### config.mk
export PLATFORM = sky130hd
export DESIGN_NAME = gqr_div
export DESIGN_NICKNAME = d
export VERILOG_FILES = /design/src/design/gqr_div.sv
export SDC_FILE = /design/constraint.sdc
export NUM_CORES = 1
export LEC_CHECK = 0
export BUFFER_PORTS_ARGS = -buffer_cell sky130_fd_sc_hd__buf_2
export CAP_MARGIN = 20
export CORE_ASPECT_RATIO = 1.5
export CORE_MARGIN = 1
export CORE_UTILIZATION = 30
export DETAILED_ROUTE_END_ITERATION = 8
export PLACE_DENSITY = 0.46
export SYNTH_ARGS = -nofsm -noshare
export SYNTH_HDL_FRONTEND = slang
export SYNTH_SLANG_ARGS = --single-unit
### constraint.sdc
create_clock -name clk -period 3.15 [get_ports clk]
set_input_delay 0.63 -clock clk [delete_from_list [all_inputs] [get_ports clk]]
set_output_delay 0.63 -clock clk [all_outputs]
set_load 0.02 [all_outputs]
### src/design/gqr_div.sv
// ----------------------------------------------------------------------------
// gqr_div
// restoring divide of (mag << FRAC_BITS) by den, one quotient bit per cycle
// ----------------------------------------------------------------------------
module gqr_div #(
	parameter int FRAC_BITS = 16
) (
	input  logic                 clk,
	input  logic                 arst_n,
	input  logic                 start,
	input  logic [31:0]          mag,
	input  logic [31:0]          den,
	output logic                 done,
	output logic [FRAC_BITS:0]   quo
);
	localparam int QW = FRAC_BITS + 1;
	localparam int CW = $clog2(QW + 1);

	logic [31:0]    rem_q;
	logic [31:0]    den_q;
	logic [QW-1:0]  low_q;
	logic [QW-1:0]  quo_q;
	logic [CW-1:0]  cnt_q;
	logic           busy_q;
	logic           done_q;
	logic [32:0]    sh;
	logic           ge;

	// quotient is below 2^QW, so the top of the dividend already sits below den
	assign sh = {rem_q, low_q[QW-1]};
	assign ge = sh >= {1'b0, den_q};

	always_ff @(posedge clk or negedge arst_n) begin
		if (!arst_n) begin
			busy_q <= 1'b0;
			done_q <= 1'b0;
			cnt_q  <= '0;
		end else begin
			done_q <= 1'b0;
			if (start) begin
				busy_q <= 1'b1;
				cnt_q  <= CW'(QW);
			end else if (busy_q) begin
				cnt_q <= cnt_q - 1'b1;
				if (cnt_q == CW'(1)) begin
					busy_q <= 1'b0;
					done_q <= 1'b1;
				end
			end
		end
	end

	always_ff @(posedge clk) begin
		if (start) begin
			rem_q <= {1'b0, mag[31:1]};
			low_q <= QW'(mag[0]) << FRAC_BITS;
			den_q <= den;
			quo_q <= '0;
		end else if (busy_q) begin
			rem_q <= ge ? 32'(sh - {1'b0, den_q}) : sh[31:0];
			low_q <= low_q << 1;
			quo_q <= {quo_q[QW-2:0], ge};
		end
	end

	assign done = done_q;
	assign quo  = quo_q;

endmodule

Yosys cells after proc, flatten, opt, wreduce, memory -nomap -nowiden
Cells that the tools add are included.
Widths: inputs -> output; s select.
{"block": "op_classes", "reduce_logical": 1, "n_lt_le_gt_ge": 1, "n_mux": 13, "eq_ne": 1, "add_sub_neg": 2}
{"op": "$mux 31", "count": 2}
{"op": "$mux 17", "count": 2}
{"op": "$ge 33x32->1", "count": 1}
{"op": "$mux 32", "count": 1}
{"op": "$sub 32x32->32", "count": 1}
{"op": "$mux 5", "count": 2}
{"op": "$mux 1", "count": 6}
{"op": "$eq 5x1->1 const B", "count": 1}
{"op": "$sub 5x1->5 const B", "count": 1}
{"op": "$reduce_bool 2->1", "count": 1}
{"block": "totals", "regBits": 89, "out_inout_bits": 18, "elab_cells": 26, "in_bits": 67}

Logic depth before layout (Yosys ltp)
{"block": "depth", "ltp_word": 4, "ltp_mapped": 13, "depth_no_buf": 13}

Worst setup path before layout
Ideal clock, no wire load.
{"block": "synth_path", "path_type": "register to register", "start": "register low_q[16]", "end": "register rem_q[28], data pin", "t_arrival_ns": 2.654, "required_time_ns": 2.884, "path_stages_with_launch": 14, "period_less_slack_ns": 2.920, "setup_slack_ns": 0.230, "setup_time_ns": 0.266, "cell_sequence": "edfxtp_1 -> inv_1 -> ha_1 -> inv_1 -> fa_1 -> a21oi_1 -> o21ai_1 -> a211oi_2 -> nand2_1 -> a21oi_1 -> o21ai_1 -> a221oi_1 -> nor4b_1 -> nor3_1"}
{"block": "synth_via", "elab_chain_len": 4, "word_cells_on_any_way": 5}
{"element": "start, declared", "line": "21", "rtl": "logic [QW-1:0] low_q;"}
{"element": "start signal, assigned", "line": "56", "rtl": "low_q <= QW'(mag[0]) << FRAC_BITS;"}
{"element": "start signal, assigned", "line": "61", "rtl": "low_q <= low_q << 1;"}
{"element": "$sub 32x32->32 or $ge 33x32->1 (tied branches)", "line": "60, 31"}
{"element": "$mux 32 *", "line": "60", "rtl": "rem_q <= ge ? 32'(sh - {1'b0, den_q}) : sh[31:0];"}
{"element": "$mux 31 *", "line": "59", "rtl": "end else if (busy_q) begin"}
{"element": "$mux 31 *", "line": "54", "rtl": "if (start) begin"}
{"element": "end signal, assigned", "line": "55", "rtl": "rem_q <= {1'b0, mag[31:1]};"}
{"element": "end signal, assigned", "line": "60"}
{"element": "end, declared", "line": "19", "rtl": "logic [31:0] rem_q;"}
Every way passes the cells marked *; elsewhere a longest branch is shown, timed or not. The select of a mux whose other input is x is not followed.
A chain may end at the register's enable or synchronous reset.

Worst setup path in the final report
{"block": "layout_path", "start": "register rem_q[17]", "end": "register rem_q[25], data pin"}
{"block": "layout_via", "elab_chain_len": 4, "word_cells_on_any_way": 5}
{"element": "$sub 32x32->32 or $ge 33x32->1 (tied branches)", "line": "60, 31"}
{"element": "$mux 32 *", "line": "60"}
{"element": "$mux 31 *", "line": "59"}
{"element": "$mux 31 *", "line": "54"}
Marks and branches as above.

==> flow_metrics.env <==
export IMPL_status="complete, but fails checks"
export IMPL_violations="design-rule violations"
export IMPL_grt_max_degree=56
export IMPL_path_class="reg2reg"
export IMPL_power_w=0.006355
export IMPL_rr_worst_depth=10
export IMPL_critPathArrivalTime_ps=3120
export IMPL_mostFrequentLayoutCell="buf_2"
export IMPL_path_buf_inv=1
export IMPL_r2r_setup_slack_ps=130
export IMPL_cts_sinks=89
export IMPL_crit_family="compound AO/OA/AOI/OAI gates"
export IMPL_cpMostUsedCell="o21ai_1"
export IMPL_yosys_register_bits=89
export IMPL_core_rowCount=59
export IMPL_p_per_area_mw_per_mm2=990.1
export IMPL_synth_edff_count=64
export IMPL_whs_ps=93.27
export IMPL_core_area_sq_mm=0.01742
export IMPL_p_leak_nw=2.891
export IMPL_regArea_sq_mm=0.002457
export IMPL_path_max_fanout=10
export IMPL_grt_pass1_vias=4467
export IMPL_max_freq_mhz=331.2
export IMPL_cp_required_ps=3250
export IMPL_dp_hpwl_mm=9.642
export IMPL_fin_crit_sh_pct=95.85
export IMPL_drtPass1Iterations=6
export IMPL_maxSlewViolCount=0
export IMPL_cp_depth=10
export IMPL_die_h_microns=165.9
export IMPL_crit_chain="ha_1, a21oi_1, o21ai_1, or3_1, nor3_2, a21oi_4, o21ai_4, buf_4, mux2i_1, o21ai_1"
export IMPL_finalCriticalPeriod_ps=3019
export IMPL_hp_class="in2async"
export IMPL_drc=12
export IMPL_root_buffer="clkbuf_16"
export IMPL_netSwitchingFraction_pct=41.19
export IMPL_initial_core_util_pct=30.85
export IMPL_tightest_slew_ps=603.2
export IMPL_ys_seq_area_share_pct=45.72
export IMPL_grt_pass1_wl_mm=21.99
export IMPL_ys_types=62
export IMPL_async_reset_ff_share_pct=7.865
export IMPL_design_area_sq_mm=0.006419
export IMPL_internal_power_w=0.003737
export IMPL_nets=743
export IMPL_drive_gt1_share_pct=20.59
export IMPL_clockPowerShare_pct=17.8
export IMPL_vias=4252
export IMPL_clkTransAtPathRegs_ps=80
export IMPL_place_congestion=0.7976
export IMPL_final_cell_mix="83 x buf_2, 64 x edfxtp_1, 59 x nor2_1, 52 x a21oi_1, 48 x inv_1"
export IMPL_grt_antenna_before_repair=0
export IMPL_syn_area_sq_mm=0.005375
export IMPL_postRouteAntennaNets=0
export IMPL_pwr_share_comb_pct=53.6
export IMPL_area_growth_pct=19.41
export IMPL_relSlewSlack_pct=59.74
export IMPL_first_iter_violations=226
export IMPL_io_buffers=84
export IMPL_hold_buffers=0
export IMPL_hold_viol_final=0
export IMPL_routed_wl_mm=13.08
export IMPL_clock_skew_final_ps=13.39
export IMPL_diodes=0
export IMPL_numCtsBuffers=9
export IMPL_syn_nets=660
export IMPL_yosys_warnings=0
export IMPL_drv_cap=0
export IMPL_endpoint_kind="flip-flop"
export IMPL_synthCells=558
export IMPL_tns_ps=0
export IMPL_syn_avg_cell_area_sq_um=9.633
export IMPL_cts_tree="built"
export IMPL_dieArea_sq_mm=0.01847
export IMPL_ys_flop_type="edfxtp_1"
export IMPL_slowest_stage="or3_1"
export IMPL_setup_violations=0
export IMPL_fill_cells=1779
export IMPL_via_per_inst=4.950
export IMPL_ios=85
export IMPL_clk_latency_ps=360
export IMPL_gr_total_overflow=0
export IMPL_multi_input_area_sq_mm=0.002664
export IMPL_htree_num_levels=3
export IMPL_grt_usage_pct=15.07
export IMPL_power_switching_w=0.002618
export IMPL_fp_dieW_microns=111.3
export IMPL_start_kind="flip-flop"
export IMPL_ir_drop_v=0.0004382
export IMPL_seqPwrFrac_pct=28.6
export IMPL_crit_path_max_incr_delay_ps=430
export IMPL_cts_buffer_depth=2
export IMPL_wl_per_cell_microns=15.23
export IMPL_dpl_cell_area_sq_mm=0.006070
[sequential cells by signal (all words and copies together), names as in the netlist]
| register | cells |
|---|---|
| busy_q | 1 |
| cnt_q | 5 |
| den_q | 32 |
| done | 1 |
| low_q | 1 |
| quo | 17 |
| rem_q | 32 |
[per-stage QoR]
step                instances  utilization (%)  setup WS (ps)
CTS                       858            36.61          45.38
finish                    859            36.84          130.8
global route              859            36.84         -43.07
detailed placement        842            34.84          9.826
global placement          842            34.84          129.2
floorplan                 558                -          230.2
[final timing paths]
check	startpoint	end
min in group clk	den[16]	den_q[16]
max in group asynchronous	arst_n	cnt_q[0]
min	arst_n	cnt_q[4]
max reg2reg	rem_q[17]	rem_q[25]
min reg2reg	quo[16]	quo[16]
max	rem_q[17]	rem_q[25]
[cell usage after synthesis, drive strengths merged, types with 6 or more instances]
| cell type | n | area [sq um] |
|---|---|---|
| a211oi | 9 | 72.57 |
| a21o | 13 | 97.59 |
| a21oi | 58 | 309.0 |
| buf | 8 | 45.04 |
| clkbuf | 17 | 65.06 |
| dfrtp | 7 | 175.2 |
| dfxtp | 18 | 360.4 |
| edfxtp | 64 | 1922 |
| ha | 34 | 425.4 |
| inv | 48 | 180.2 |
| mux2i | 20 | 200.2 |
| nand2 | 45 | 168.9 |
| nand2b | 6 | 37.54 |
| nand3 | 10 | 50.05 |
| nor2 | 59 | 221.5 |
| nor3 | 8 | 45.04 |
| o21a | 12 | 90.09 |
| o21ai | 37 | 204.0 |
| xnor2 | 19 | 166.4 |
| xor2 | 9 | 78.83 |
[layout make-up]
type | instances | share of cell area [%]
sequential | 89 | 38.28
inverter | 48 | 2.807
timing repair buffer | 97 | 8.558
clock inverter | 6 | 1.131
clock buffer | 10 | 3.567
multi-input combinational | 396 | 41.50
tap | 213 | 4.152
[worst reg2reg max path, cell delays in order, from the launching register on]
cell and delay (ps):
edfxtp_1 400, ha_1 410, a21oi_1 180, o21ai_1 120, or3_1 430, nor3_2 260
a21oi_4 120, o21ai_4 240, buf_4 230, mux2i_1 290, o21ai_1 90
[logic make-up after synthesis]
logic type                 Yosys count  share of synthesized area (%)
adders and majority gates           35                          8.287
and+or+nand+nor                    153                          13.01
xor gates and xnor gates            28                          4.562
muxes                               20                          3.724
buffers and inverters               73                          5.400
DFF                                 89                          45.72
AOI/OAI and AO/OA                  160                          19.30
[power groups by stage]
stage	Sequential [W]	Clock, W	Combinational, W
after global routing	0.00186	0.00121	0.00388
final	0.00182	0.00113	0.00341
after global placement	0.00183	0	0.00335
after floorplan	0.00180	0	0.00260
after detailed placement	0.00183	0	0.00336
after CTS	0.00182	0.00117	0.00339
[metal layers]
layer	global-route usage, %	part of all wire, %
met5	0	0
met4	7.051	2.3
met3	2.920	3.9
met2	26.79	51
met1	17.26	43
[repair_timing]
item                                    CTS  global route
setup buffers                             0             1
endpoints found under the setup margin    1            11
pin swaps                                 0             3
gates resized for setup                   1             8
Power figures use the tool's default switching activity.
