`config.mk`:
```
export PLATFORM = sky130hd
export DESIGN_NAME = gqr_sqrt
export DESIGN_NICKNAME = d
export VERILOG_FILES = /design/src/design/gqr_sqrt.sv
export SDC_FILE = /design/constraint.sdc
export NUM_CORES = 1
export LEC_CHECK = 0
export BUFFER_PORTS_ARGS = -buffer_cell sky130_fd_sc_hd__buf_2
export CAP_MARGIN = 20
export CORE_MARGIN = 1.5
export CORE_UTILIZATION = 57
export DETAILED_ROUTE_END_ITERATION = 7
export PLACE_DENSITY_LB_ADDON = 0.2
export SETUP_SLACK_MARGIN = 0.05
export SYNTH_ARGS = -nofsm -noshare
export SYNTH_HDL_FRONTEND = slang
export SYNTH_SLANG_ARGS = --single-unit
```
`constraint.sdc`:
```
create_clock -name clk -period 6.8 [get_ports clk]
set_clock_uncertainty 0.05 [all_clocks]
set_input_delay 1.36 -clock clk [delete_from_list [all_inputs] [get_ports clk]]
set_output_delay 1.36 -clock clk [all_outputs]
set_load 0.03 [all_outputs]
```
`src/design/gqr_sqrt.sv`:
```
// ----------------------------------------------------------------------------
// gqr_sqrt
// integer square root of a 64-bit value, one result bit per cycle
// ----------------------------------------------------------------------------
module gqr_sqrt (
	input  logic        clk,
	input  logic        arst_n,
	input  logic        start,
	input  logic [63:0] value,
	output logic        done,
	output logic [31:0] root
);
	logic [63:0] v_q;
	logic [63:0] res_q;
	logic [63:0] bit_q;
	logic        busy_q;
	logic        done_q;
	logic [63:0] trial;
	logic        take;

	assign trial = res_q + bit_q;
	assign take  = v_q >= trial;

	always_ff @(posedge clk or negedge arst_n) begin
		if (!arst_n) begin
			busy_q <= 1'b0;
			done_q <= 1'b0;
		end else begin
			done_q <= 1'b0;
			if (start) begin
				busy_q <= 1'b1;
			end else if (busy_q && bit_q[0]) begin
				busy_q <= 1'b0;
				done_q <= 1'b1;
			end
		end
	end

	always_ff @(posedge clk) begin
		if (start) begin
			v_q   <= value;
			res_q <= '0;
			bit_q <= 64'd1 << 62;
		end else if (busy_q) begin
			if (take) begin
				v_q   <= v_q - trial;
				res_q <= (res_q >> 1) + bit_q;
			end else begin
				res_q <= res_q >> 1;
			end
			bit_q <= bit_q >> 2;
		end
	end

	assign done = done_q;
	assign root = res_q[31:0];

endmodule

```
# Yosys cells after proc, flatten, opt, wreduce, memory -nomap -nowiden
# Index checks and enable logic that the tools add are counted.
dict set report op_classes {
  reduce_logical 5
  add_sub_neg 3
  n_mux 8
  order_cmp 1
}
# op count
set ops {}
lappend ops {{64-bit 2-to-1 mux} 4}
lappend ops {{63-bit by 63-bit adder with 64-bit output} 1}
lappend ops {{64-bit by 63-bit adder with 64-bit output} 1}
lappend ops {{64-bit >= comparator} 1}
lappend ops {{64-bit subtractor} 1}
lappend ops {{2-bit nonzero test} 3}
lappend ops {{1-bit 2-to-1 mux} 4}
lappend ops {{2-bit AND reduction} 1}
lappend ops {{1-bit logical AND} 1}
dict set report word_totals {
  elab_cells 22
  ff_bits 162
  inputBits 67
  output_inout_bits 33
}

# Longest topological paths before layout
# Gate-level depths: netlist (run 1).
dict set report depth {
  ltp_word 5
  depth_mapped 28
  depth_no_buf 25
}

# Worst setup path after synthesis (run 1)
# OpenSTA, ideal clock, no wires.
dict set report synth_timing {
  path_kind {flip-flop to flip-flop}
  from {register res_q[2]}
  to {register v_q[0] (enable)}
  setup_slack_ps 271
  synth_period_minus_slack_ps 6529
  stages_incl_launch_ff 24
  required_time_ps 6318
  t_arrival_ps 6046
  setup_time_ps 432
  n_path_buf 2
  cell_sequence {dfxtp_1 > ha_1 > a31o_2 > a31oi_1 > o21ai_2 > a21oi_1 > o31ai_4 > a21oi_1 > o31ai_2 > a21o_1 > a21oi_1 > o21bai_1 > xnor2_1 > ha_1 > clkbuf_1 > nand4_1 > nor3_1 > nand4_1 > o31ai_1 > a221oi_1 > o41ai_1 > buf_2 > nand2_1 > nand2b_1}
}
dict set report synth_between {
  elab_chain_len 4
}
# element line_no
set synth_rtl {}
lappend synth_rtl {{start, declared} 14} ;# logic [63:0] res_q;
lappend synth_rtl {{start signal, assigned} 47} ;# res_q <= (res_q >> 1) + bit_q;
lappend synth_rtl {{start signal, assigned} 49} ;# res_q <= res_q >> 1;
lappend synth_rtl {{64-bit by 63-bit adder with 64-bit output} 21} ;# assign trial = res_q + bit_q;
lappend synth_rtl {{64-bit >= comparator} 22} ;# assign take = v_q >= trial;
lappend synth_rtl {{2-bit nonzero test (no source line)} --}
lappend synth_rtl {{2-bit AND reduction (no source line)} --}
lappend synth_rtl {{end signal, assigned} 41} ;# v_q <= value;
lappend synth_rtl {{end signal, assigned} 46} ;# v_q <= v_q - trial;
lappend synth_rtl {{end, declared} 13} ;# logic [63:0] v_q;
# No other way between the ends.
# A chain may end at the register's enable or synchronous reset.

# Final worst setup path (run 1)
dict set report layout_timing {
  from {register res_q[2]}
  to {register res_q[13]}
}
dict set report layout_between {
  elab_chain_len 3
}
# element line_no
set layout_rtl {}
lappend layout_rtl {{64-bit by 63-bit adder with 64-bit output} 21}
lappend layout_rtl {{64-bit >= comparator} 22}
lappend layout_rtl {{64-bit 2-to-1 mux *} 45} ;# if (take) begin
# Mark *: on every way between the ends. The rest lies on a longest branch, timed or not.

==> results of run 1 <==
-- sequential cells by signal (all words and copies together), names as in the netlist --
signal,count
busy_q,1
res_q,64
done,1
v_q,64
bit_q,32
-- cell type report --
cell class	count	area [um^2]	share of cell area, %
clock buffers	18	450.4	2.791
flip-flops and latches	162	3897	24.15
multi-input cells	1576	10450	64.75
repair buffers	116	661.9	4.101
well taps	335	419.2	2.597
inverters	33	123.9	0.7676
clock inverters	14	136.4	0.8451
-- worst max-delay path: stages, from the launching register on --
cell and delay (ns):
dfxtp_1 0.43, ha_1 0.32, a31o_2 0.28, a31oi_1 0.35, o21ai_2 0.19, a21oi_2 0.36, o31ai_4 0.13, a21oi_1 0.39
o31ai_2 0.17, a21o_1 0.21, a21oi_1 0.28, o21bai_1 0.13, xnor2_1 0.16, ha_1 0.45, nand4_1 0.23, nor3_1 0.36
nand4_1 0.27, o31ai_1 0.36, a221oi_2 0.11, o41a_4 0.23, buf_4 0.25, or3_1 0.35, a311oi_1 0.25
-- synthesized netlist by cell type (56+ instances only) --
library cell  number
a21o_1            56
a21oi_1          122
a31oi_1           56
clkbuf_1          78
dfxtp_1           96
edfxtp_1          64
ha_1             130
nand2_1          217
nor2_1           203
o21ai_0          154
xnor2_1           68
xor2_1            84
-- cell families after synthesis --
kind of cell,Yosys count
and+or+nand+nor,628
AOI/OAI and AO/OA,623
buffers and inverters,165
DFF,162
xor gates and xnor gates,152
adders and majority gates,131
muxes,42
-- power groups by stage --
stage	sequential [uW]	combinational [uW]	clock, uW
finish	1600	4180	991
CTS	1590	4080	1000
floorplan	1530	3200	0
global route	1630	4580	1040
global placement	1610	3990	0
detailed placement	1610	4060	0
-- stage by stage --
step | utilization (%) | setup WS [ns] | hold WS, ns
final | 61.93 | 0.3810 | 0.4675
after global routing | 61.93 | -0.02398 | 0.5107
after CTS | 61.83 | 0.3268 | 0.4698
after detailed placement | 59.58 | 0.3877 | 0.4591
after global placement | 59.58 | 0.5760 | 0.4502
after floorplan | - | 0.2715 | 0.4078
-- timing repair --
item	CTS	global route
endpoints found under the setup margin	0	83
gates resized for setup	0	5
hold endpoints to repair	0	0
-- worst paths after layout --
kind	from	endpoint	slack, ns	cells past startpoint
max in group asynchronous	arst_n	busy_q	5.96	1
min in group asynchronous	arst_n	busy_q	0.63	1
max	res_q[2]	res_q[13]	0.38	22
max reg2reg	res_q[2]	res_q[13]	0.38	22
min	res_q[0]	res_q[0]	0.47	2
min reg2reg	res_q[0]	res_q[0]	0.47	2
-- layer usage --
metal	track usage, %	wire length [um]	vias to the layer above
li1	-	-	6985
met1	39.22	18370	6667
met2	49.57	19420	516
met3	3.932	2595	74
met4	9.792	1076	0
met5	0	0	-
==> results.tsv, run 1 <==
metric	value	unit
status	finished clean	
hpwl dp	30920	um
via/cell ratio	6.319	
register share of total power	23.6	%
antenna violations before repair	0	
mux contribution to synthesized area	2.817	%
ys flop type	dfxtp_1	
die height	165.8	um
FMAX	155.8	MHz
PD cells	419.3	mW/mm^2
ys async rst share	1.235	%
Die X	165.8	um
RSZ-0062 raised after global routing	true	
clock power share	14.6	%
Post-Synth Adder-Cell Area	10.90	%
first-pass GRT wire length	67420	um
die area	0.02748	mm^2
post-synthesis xor/xnor area fraction	8.817	%
Post-CTS Setup Bufs	0	
fraction of layout cells with a size suffix above 1	10.58	%
vias in the first global route	13389	
maximum VDD drop	0.2782	mV
synthesized net count	2101	
post-synth top area cell	dfxtp_1	
clk sinks	162	
synth warn	0	
period utilization	94.40	%
final setup fails	0	
Worst Hold Class	flip-flop to flip-flop	
largest family of logic cells by synthesized area	compound AO/OA/AOI/OAI gates	
critical path class	flip-flop to flip-flop	
Least-Margin Pin Slew	0.9747	ns
ANT nets after route	0	
CTS tree	done	
H-tree depth	4	
Final Instance Area	0.01614	mm^2
Routed WL	41460	um
root buf cell	clkbuf_16	
P_sw	3255	uW
Switching Fraction	48.10	%
clk buf depth	2	
wire per inst	18.39	um
clk_lat worst skew	0.45	ns
capturing element type of the critical path	flip-flop	
CTS Hold Buffers Added	0	
Worst slew margin	33.34	%
fin. max-slew vios	0	
EDFF count, synth	64	
clk slew on worst S/H paths	0.08	ns
post-synth top area share	12.73	%
Worst Setup Start Kind	flip-flop	
Syn Std Cell Area	0.01510	mm^2
Tmin final	6.419	ns
ant diodes	0	
nets@finish	2104	
sequential area share after synthesis	25.79	%
placed cells	2222	
compound-gate portion of the synthesized area	27.44	%
Setup TNS	0	ns
Pre-antenna DRT Iters	7	
P_leak	0.006640	uW
gp weighted congestion	0.9649	
simple-gate share of the synthesized area	19.03	%
Placed Area	0.01552	mm^2
synthesized area per cell	7.935	um^2
synth top area cells	dfxtp_1, edfxtp_1, ha_1	
Synth cell types	89	
Combinational Power Share	61.8	%
most frequent cells in the layout	nand2_1, nor2_1, o21ai_0	
Initial Utilization	57.94	%
Int Pwr	3512	uW
Final Hold Viols	0	
Post-route DRC	0	
FILL cells	2298	
CP arrival	6.72	ns
register bit total from synthesis	162	
commonest non-fill, non-tap cell in the layout	nand2_1	
CP max FO	21	
Layout area overhead	6.878	%
total track usage	29.54	%
TritonCTS buffer count	17	
Tot Pwr	6767	uW
I/O Pins	100	
worst path required time	7.10	ns
GR Overflow Total	0	
core area	0.02606	mm^2
row cnt	59	
Syn Inst Count	1903	
Post-Layout Cell Count	2254	
largest net degree at the start of global routing	87	
via count	14242	
Port Buf Inserts	99	
MaxCap Viol Count	0	
initial drt markers	1196	
No activity file was read; power rests on OpenSTA's default activity.
==> run 2: changes to the inputs <==
Settings changed: CORE_UTILIZATION 57 to 44.
==> run 2 against run 1 <==
  * Global-route usage down 5.7 points
  * Total power increased by 0.33%
  * Combinational power increased by 1%
  * Critical endpoint is now res_q[61]
  * Final cell count grew 5.7%
  * Via count fell by 2.5%
  * Non-clock buffer count rose by 15
  * Fmax rose by 0.60%
  * Utilization down 13 points
  * Sequential power is essentially flat
  * Wire length increased by 1.5%
  * Sequential share of layout area shrank 0.42 points
  * Highest routed layer unchanged
  * Die area up 29%
==> results.tsv, run 2 (synthesis gave the netlist of run 1 again) <==
metric	value	unit	change
Bufs and invs on worst path	1		unchanged
CP peak stage delay	0.43	ns	-0.02 ns
ANT nets after route	0		unchanged
gp weighted congestion	0.9524		-1.3%
CP max FO	12		-43%
clk buf depth	2		unchanged
H-tree depth	4		unchanged
Tmin final	6.381	ns	-0.03815 ns
Layout area overhead	8.784	%	
Top delay family on crit path	compound AO/OA/AOI/OAI gates		
register share of total power	23.5	%	about the same
Worst Setup Start Kind	flip-flop		
TritonCTS buffer count	17		unchanged
Post-route DRC	0		unchanged
clock power share	14.2	%	-0.4 points
capturing element type of the critical path	flip-flop		
met1 WL	19780	um	+7.7%
period utilization	93.84	%	-0.56 points
MaxCap Viol Count	0		unchanged
nets@finish	2119		+0.71%
antenna violations before repair	0		unchanged
FILL cells	3272		+42%
row cnt	67		+14%
fraction of layout cells with a size suffix above 1	11.69	%	+1.1 points
GR Overflow Total	0		unchanged
Initial Utilization	44.92	%	-13 points
Routed WL	42090	um	+1.5%
Pre-antenna DRT Iters	5		-2
CTS Hold Buffers Added	0		unchanged
Port Buf Inserts	99		unchanged
core area	0.03362	mm^2	+29%
CP arrival	6.70	ns	-0.02 ns
fin. max-slew vios	0		unchanged
status	finished clean		
clk_lat worst skew	0.46	ns	about the same
wire per inst	17.67	um	-3.9%
PD cells	413.3	mW/mm^2	-1.4%
total track usage	23.88	%	-5.7 points
root buf cell	clkbuf_16		
DR top layer	met4		
Combinational Power Share	62.3	%	+0.5 points
Int Pwr	3545	uW	+0.93%
CTS tree	done		
most frequent cells in the layout	nand2_1, nor2_1, o21ai_0		
Least-Margin Pin Slew	1.072	ns	+0.09739 ns
Die X	188.3	um	+14%
P_leak	0.006728	uW	+1.3%
WL met3	2289	um	-12%
first-pass GRT wire length	68640	um	+1.8%
hpwl dp	31840	um	+3.0%
Critical Path, Cell by Cell	ha_1 -> a31o_2 -> a31oi_1 -> o21ai_2 -> a21oi_2 -> o31ai_4 -> a21oi_2 -> o31ai_2 -> a21o_1 -> a21oi_1 -> o21bai_1 -> xnor2_1 -> ha_1 -> nand4_1 -> nor3_1 -> nand4_1 -> o31ai_1 -> a221oi_1 -> o41a_2 -> buf_4 -> nor3_2 -> a21oi_1 -> a211o_1 -> a211oi_1		
Largest regs	res_q (64), v_q (64), bit_q (32)		
Worst slew margin	26.68	%	-6.7 points
Place WS	0.2015	ns	-0.1862 ns
FMAX	156.7	MHz	+0.60%
via count	13893		-2.5%
I/O Pins	100		unchanged
final setup fails	0		unchanged
largest net degree at the start of global routing	118		+36%
Switching Fraction	47.78	%	-0.31 points
RSZ-0062 raised after global routing	false		
worst path required time	7.11	ns	about the same
Final Hold Viols	0		unchanged
commonest non-fill, non-tap cell in the layout	nand2_1		
Setup TNS	0	ns	unchanged
die area	0.03544	mm^2	+29%
die height	188.3	um	+14%
Worst Hold Class	flip-flop to flip-flop		
clk slew on worst S/H paths	0.07	ns	about the same
via/cell ratio	5.832		-7.7%
critical path class	flip-flop to flip-flop		
P_sw	3244	uW	-0.32%
Slowest-stage cell, CP	ha_1		
ant diodes	0		unchanged
vias in the first global route	13284		-0.78%
initial drt markers	906		-24%
Detail Route met2 WL	18940	um	-2.4%
clk sinks	162		unchanged
maximum VDD drop	0.2219	mV	-20%
final setup margin	0.4191	ns	+0.03815 ns
[run 2: cell types whose count changed in the layout (fill, tap and decap cells not counted), sizes merged]
cell and change:
inv -5, buf +15, clkbuf +2, clkinvlp +3
[run 2: stage by stage]
step                total power [uW]  hold WS [ns]  cell area, um^2  util [%]  instances
finish                          6789        0.4402            16430     48.86       2382
global placement                5682        0.4545            15740     46.83       2343
CTS                             6707        0.4788            16310     48.52       2375
floorplan                       4729        0.4078            15100         -       1903
detailed placement              5716        0.4634            15740     46.83       2343
global route                    7307        0.4589            16430     48.86       2382
[run 2: path summary, 6_finish.rpt]
| kind | startpoint | endpoint | slack, ns | cells after the start |
|---|---|---|---|---|
| max in group asynchronous | arst_n | busy_q | 5.97 | 1 |
| max reg2reg | res_q[2] | res_q[61] | 0.42 | 24 |
| min reg2reg | bit_q[0] | done | 0.44 | 2 |
| min | bit_q[0] | done | 0.44 | 2 |
| min in group asynchronous | arst_n | busy_q | 0.62 | 1 |
| max | res_q[2] | res_q[61] | 0.42 | 24 |
[run 2: layout make-up]
class	instances	area (um^2)	area share [%]
Multi-Input combinational cell	1576	10490	63.89
Clock buffer	20	467.9	2.849
Clock inverter	12	97.59	0.5941
Tap cell	448	560.5	3.413
Sequential cell	162	3899	23.74
Inverter	33	123.9	0.7541
Timing Repair Buffer	131	783.3	4.768
[run 2: metal layers]
layer | global-route usage (%) | vias to the layer above
met5 | 0 | -
met4 | 8.154 | 0
met2 | 38.36 | 337
met1 | 31.99 | 6454
met3 | 4.619 | 63
li1 | - | 7039
[run 2: tightest hold or removal path, stage by stage, from the launching register on]
cell	delay, ns
dfxtp_2	0.35
nand2_1	0.07
nor2_1	0.03
[run 2: power groups by stage]
stage	clock, uW	combinational, uW	sequential [uW]
after floorplan	0	3200	1530
after global placement	0	4070	1610
after detailed placement	0	4110	1600
after CTS	978	4140	1590
after global routing	1020	4660	1630
final	964	4230	1590
[run 2: repair_timing]
action,CTS,global route
buffers inserted,0,7
resized for setup,0,14
endpoints found under the setup margin,0,123
==> run 3: changes to the inputs <==
Settings changed: CORE_ASPECT_RATIO set to 1.1, MAX_ROUTING_LAYER set to met4.
==> run 3 against run 2 <==
  * Largest power group unchanged
  * Count of clock-buffer cells in the layout is 1 lower
  * Sequential power hardly changed
  * Global-route usage is 1.1 points higher
  * Non-clock buffer count is 9 lower
  * Highest routed layer unchanged
  * Final area is 0.54% lower
==> results.tsv, run 3 (synthesis gave the netlist of run 1 again) <==
metric	value	unit	change
initial drt markers	799		-12%
fraction of layout cells with a size suffix above 1	10.81	%	-0.88 points
root buf cell	clkbuf_16		
fin. max-slew vios	0		unchanged
r2r endpoint	res_q[26]		
cell mode on critical path	a21oi_1		
worst reg-to-reg path cell count	23		-4.2%
Combinational Power Share	61.1	%	-1.2 points
CP max FO	19		+7
Worst Hold Class	flip-flop to flip-flop		
PD cells	417.9	mW/mm^2	+1.1%
Critical R2R Launch	res_q[12]		
Critical Path, Cell by Cell	ha_1 -> a31oi_1 -> o21ai_0 -> a41o_1 -> a21oi_2 -> o31ai_4 -> a21oi_1 -> o31ai_2 -> a21o_1 -> a21oi_1 -> o21bai_1 -> xnor2_1 -> ha_1 -> a21oi_1 -> o21bai_1 -> a21oi_1 -> o21ai_0 -> a221oi_1 -> o41a_4 -> buf_4 -> o21ai_0 -> nor2b_1 -> a311oi_1		
Worst Setup SP	res_q[12]		
ANT nets after route	0		unchanged
via/cell ratio	5.872		+0.68%
CTS tree	done		
first-pass GRT wire length	70010	um	+2.0%
status	finished clean		
# resized after CTS	0		unchanged
Post-Layout Cell Count	2357		-1.0%
capturing element type of the critical path	flip-flop		
FMAX	156.4	MHz	-0.21%
RSZ-0062 raised after global routing	true		
Setup TNS	0	ns	unchanged
die area	0.03544	mm^2	about the same
Worst slew margin	30.62	%	+3.9 points
FILL cells	3312		+1.2%
Final Instance Area	0.01634	mm^2	-0.54%
Post-route DRC	0		unchanged
Routed WL	42700	um	+1.4%
Least-Margin Pin Slew	1.034	ns	-0.03773 ns
die height	197.3	um	+4.8%
P_sw	3230	uW	-0.43%
CP peak stage delay	0.49	ns	+0.06 ns
clk_lat worst skew	0.46	ns	about the same
Slowest-stage cell, CP	a221oi_1		
hpwl dp	32520	um	+2.1%
CP arrival	6.71	ns	about the same
clk sinks	162		unchanged
flop2flop setup slack	0.41	ns	about the same
Final Hold Viols	0		unchanged
Largest regs	res_q (64), v_q (64), bit_q (32)		
clk slew on worst S/H paths	0.08	ns	about the same
register share of total power	23.4	%	about the same
gp weighted congestion	0.9394		-1.4%
wire per inst	18.12	um	+2.5%
total track usage	24.98	%	+1.1 points
largest net degree at the start of global routing	79		-33%
commonest non-fill, non-tap cell in the layout	nand2_1		
via count	13840		-0.38%
P_leak	0.006693	uW	-0.52%
Switching Fraction	47.32	%	-0.47 points
Int Pwr	3597	uW	+1.5%
period utilization	94.03	%	+0.20 points
Die X	179.6	um	-4.6%
most frequent cells in the layout	nand2_1, nor2_1, o21ai_0		
I/O Pins	100		unchanged
placed cells	2325		-0.77%
Worst Setup Start Kind	flip-flop		
Initial Utilization	45.01	%	+0.095 points
worst setup path end	res_q[26]		
core area	0.03354	mm^2	-0.21%
MaxCap Viol Count	0		unchanged
critical path class	flip-flop to flip-flop		
Post-CTS Setup Bufs	0		unchanged
clk buf depth	2		unchanged
clock power share	15.6	%	+1.4 points
Port Buf Inserts	99		unchanged
TritonCTS buffer count	17		unchanged
worst path required time	7.12	ns	about the same
GR Overflow Total	0		unchanged
Pre-antenna DRT Iters	5		unchanged
nets@finish	2110		-0.42%
H-tree depth	4		unchanged
hold path depth	2		unchanged
CTS Hold Buffers Added	0		unchanged
ant diodes	0		unchanged
final setup fails	0		unchanged
Layout area overhead	8.195	%	
antenna violations before repair	0		unchanged
maximum VDD drop	0.2494	mV	+12%
Tmin final	6.394	ns	+0.01343 ns
Placed Area	0.01570	mm^2	-0.30%
vias in the first global route	13334		+0.38%
row cnt	70		+4.5%
## run 3: cell count changes in the layout (fill, tap and decap cells not counted), sizes merged
cell / previous run / this run
buf: 131 / 122
clkbuf: 20 / 19
clkinvlp: 5 / 1
clkinv: 4 / 3
inv: 36 / 40
bufinv: 0 / 2
## run 3: worst min-delay path by stage
stage | slack [ns] | to | start
after floorplan | 0.41 | done | bit_q[0]
after global placement | 0.45 | done | bit_q[0]
after detailed placement | 0.45 | res_q[0] | res_q[0]
after CTS | 0.46 | res_q[0] | res_q[0]
after global routing | 0.49 | res_q[0] | res_q[0]
final | 0.46 | res_q[0] | res_q[0]
## run 3: critical path: cells and delay by family, from the launching register on
family	cells	cell delay, ns
buf+inv	1	0.27
flops	1	0.48
xor+xnor	1	0.14
compound gates	18	4.50
simple gates	1	0.16
fa+ha+maj	2	0.68
## run 3: area by class of cell
type / count / area (um^2) / share of cell area (%)
Timing Repair Buffer: 122 / 703.2 / 4.304
Clock inverter: 13 / 160.2 / 0.9803
Multi-Input combinational cell: 1576 / 10450 / 63.95
Tap cell: 432 / 540.5 / 3.309
Inverter: 33 / 123.9 / 0.7582
Clock buffer: 19 / 464.2 / 2.841
Sequential cell: 162 / 3897 / 23.86
## run 3: layer usage
layer	vias up	global-route usage [%]	routed length (um)
met5	-	-	0
met4	0	6.543	851
met3	42	3.171	1873
met2	316	42.36	20530
met1	6476	31.42	19440
li1	7006	-	-
## run 3: power by group through the flow
stage / registers (uW) / logic, uW / clock network, uW
final: 1590 / 4170 / 1060
after detailed placement: 1610 / 4110 / 0
after CTS: 1590 / 4140 / 1080
after global routing: 1630 / 4620 / 1130
after floorplan: 1530 / 3200 / 0
after global placement: 1610 / 4090 / 0
## run 3: metrics by stage
stage	utilization (%)	worst slack [ns]	total power, uW	hold WS (ns)
after floorplan	-	0.2715	4729	0.4078
after global placement	46.79	0.4912	5699	0.4519
after detailed placement	46.79	0.2723	5724	0.4496
after CTS	48.65	0.2372	6816	0.4620
after global routing	48.70	0.002666	7373	0.4857
final	48.70	0.4057	6827	0.4574
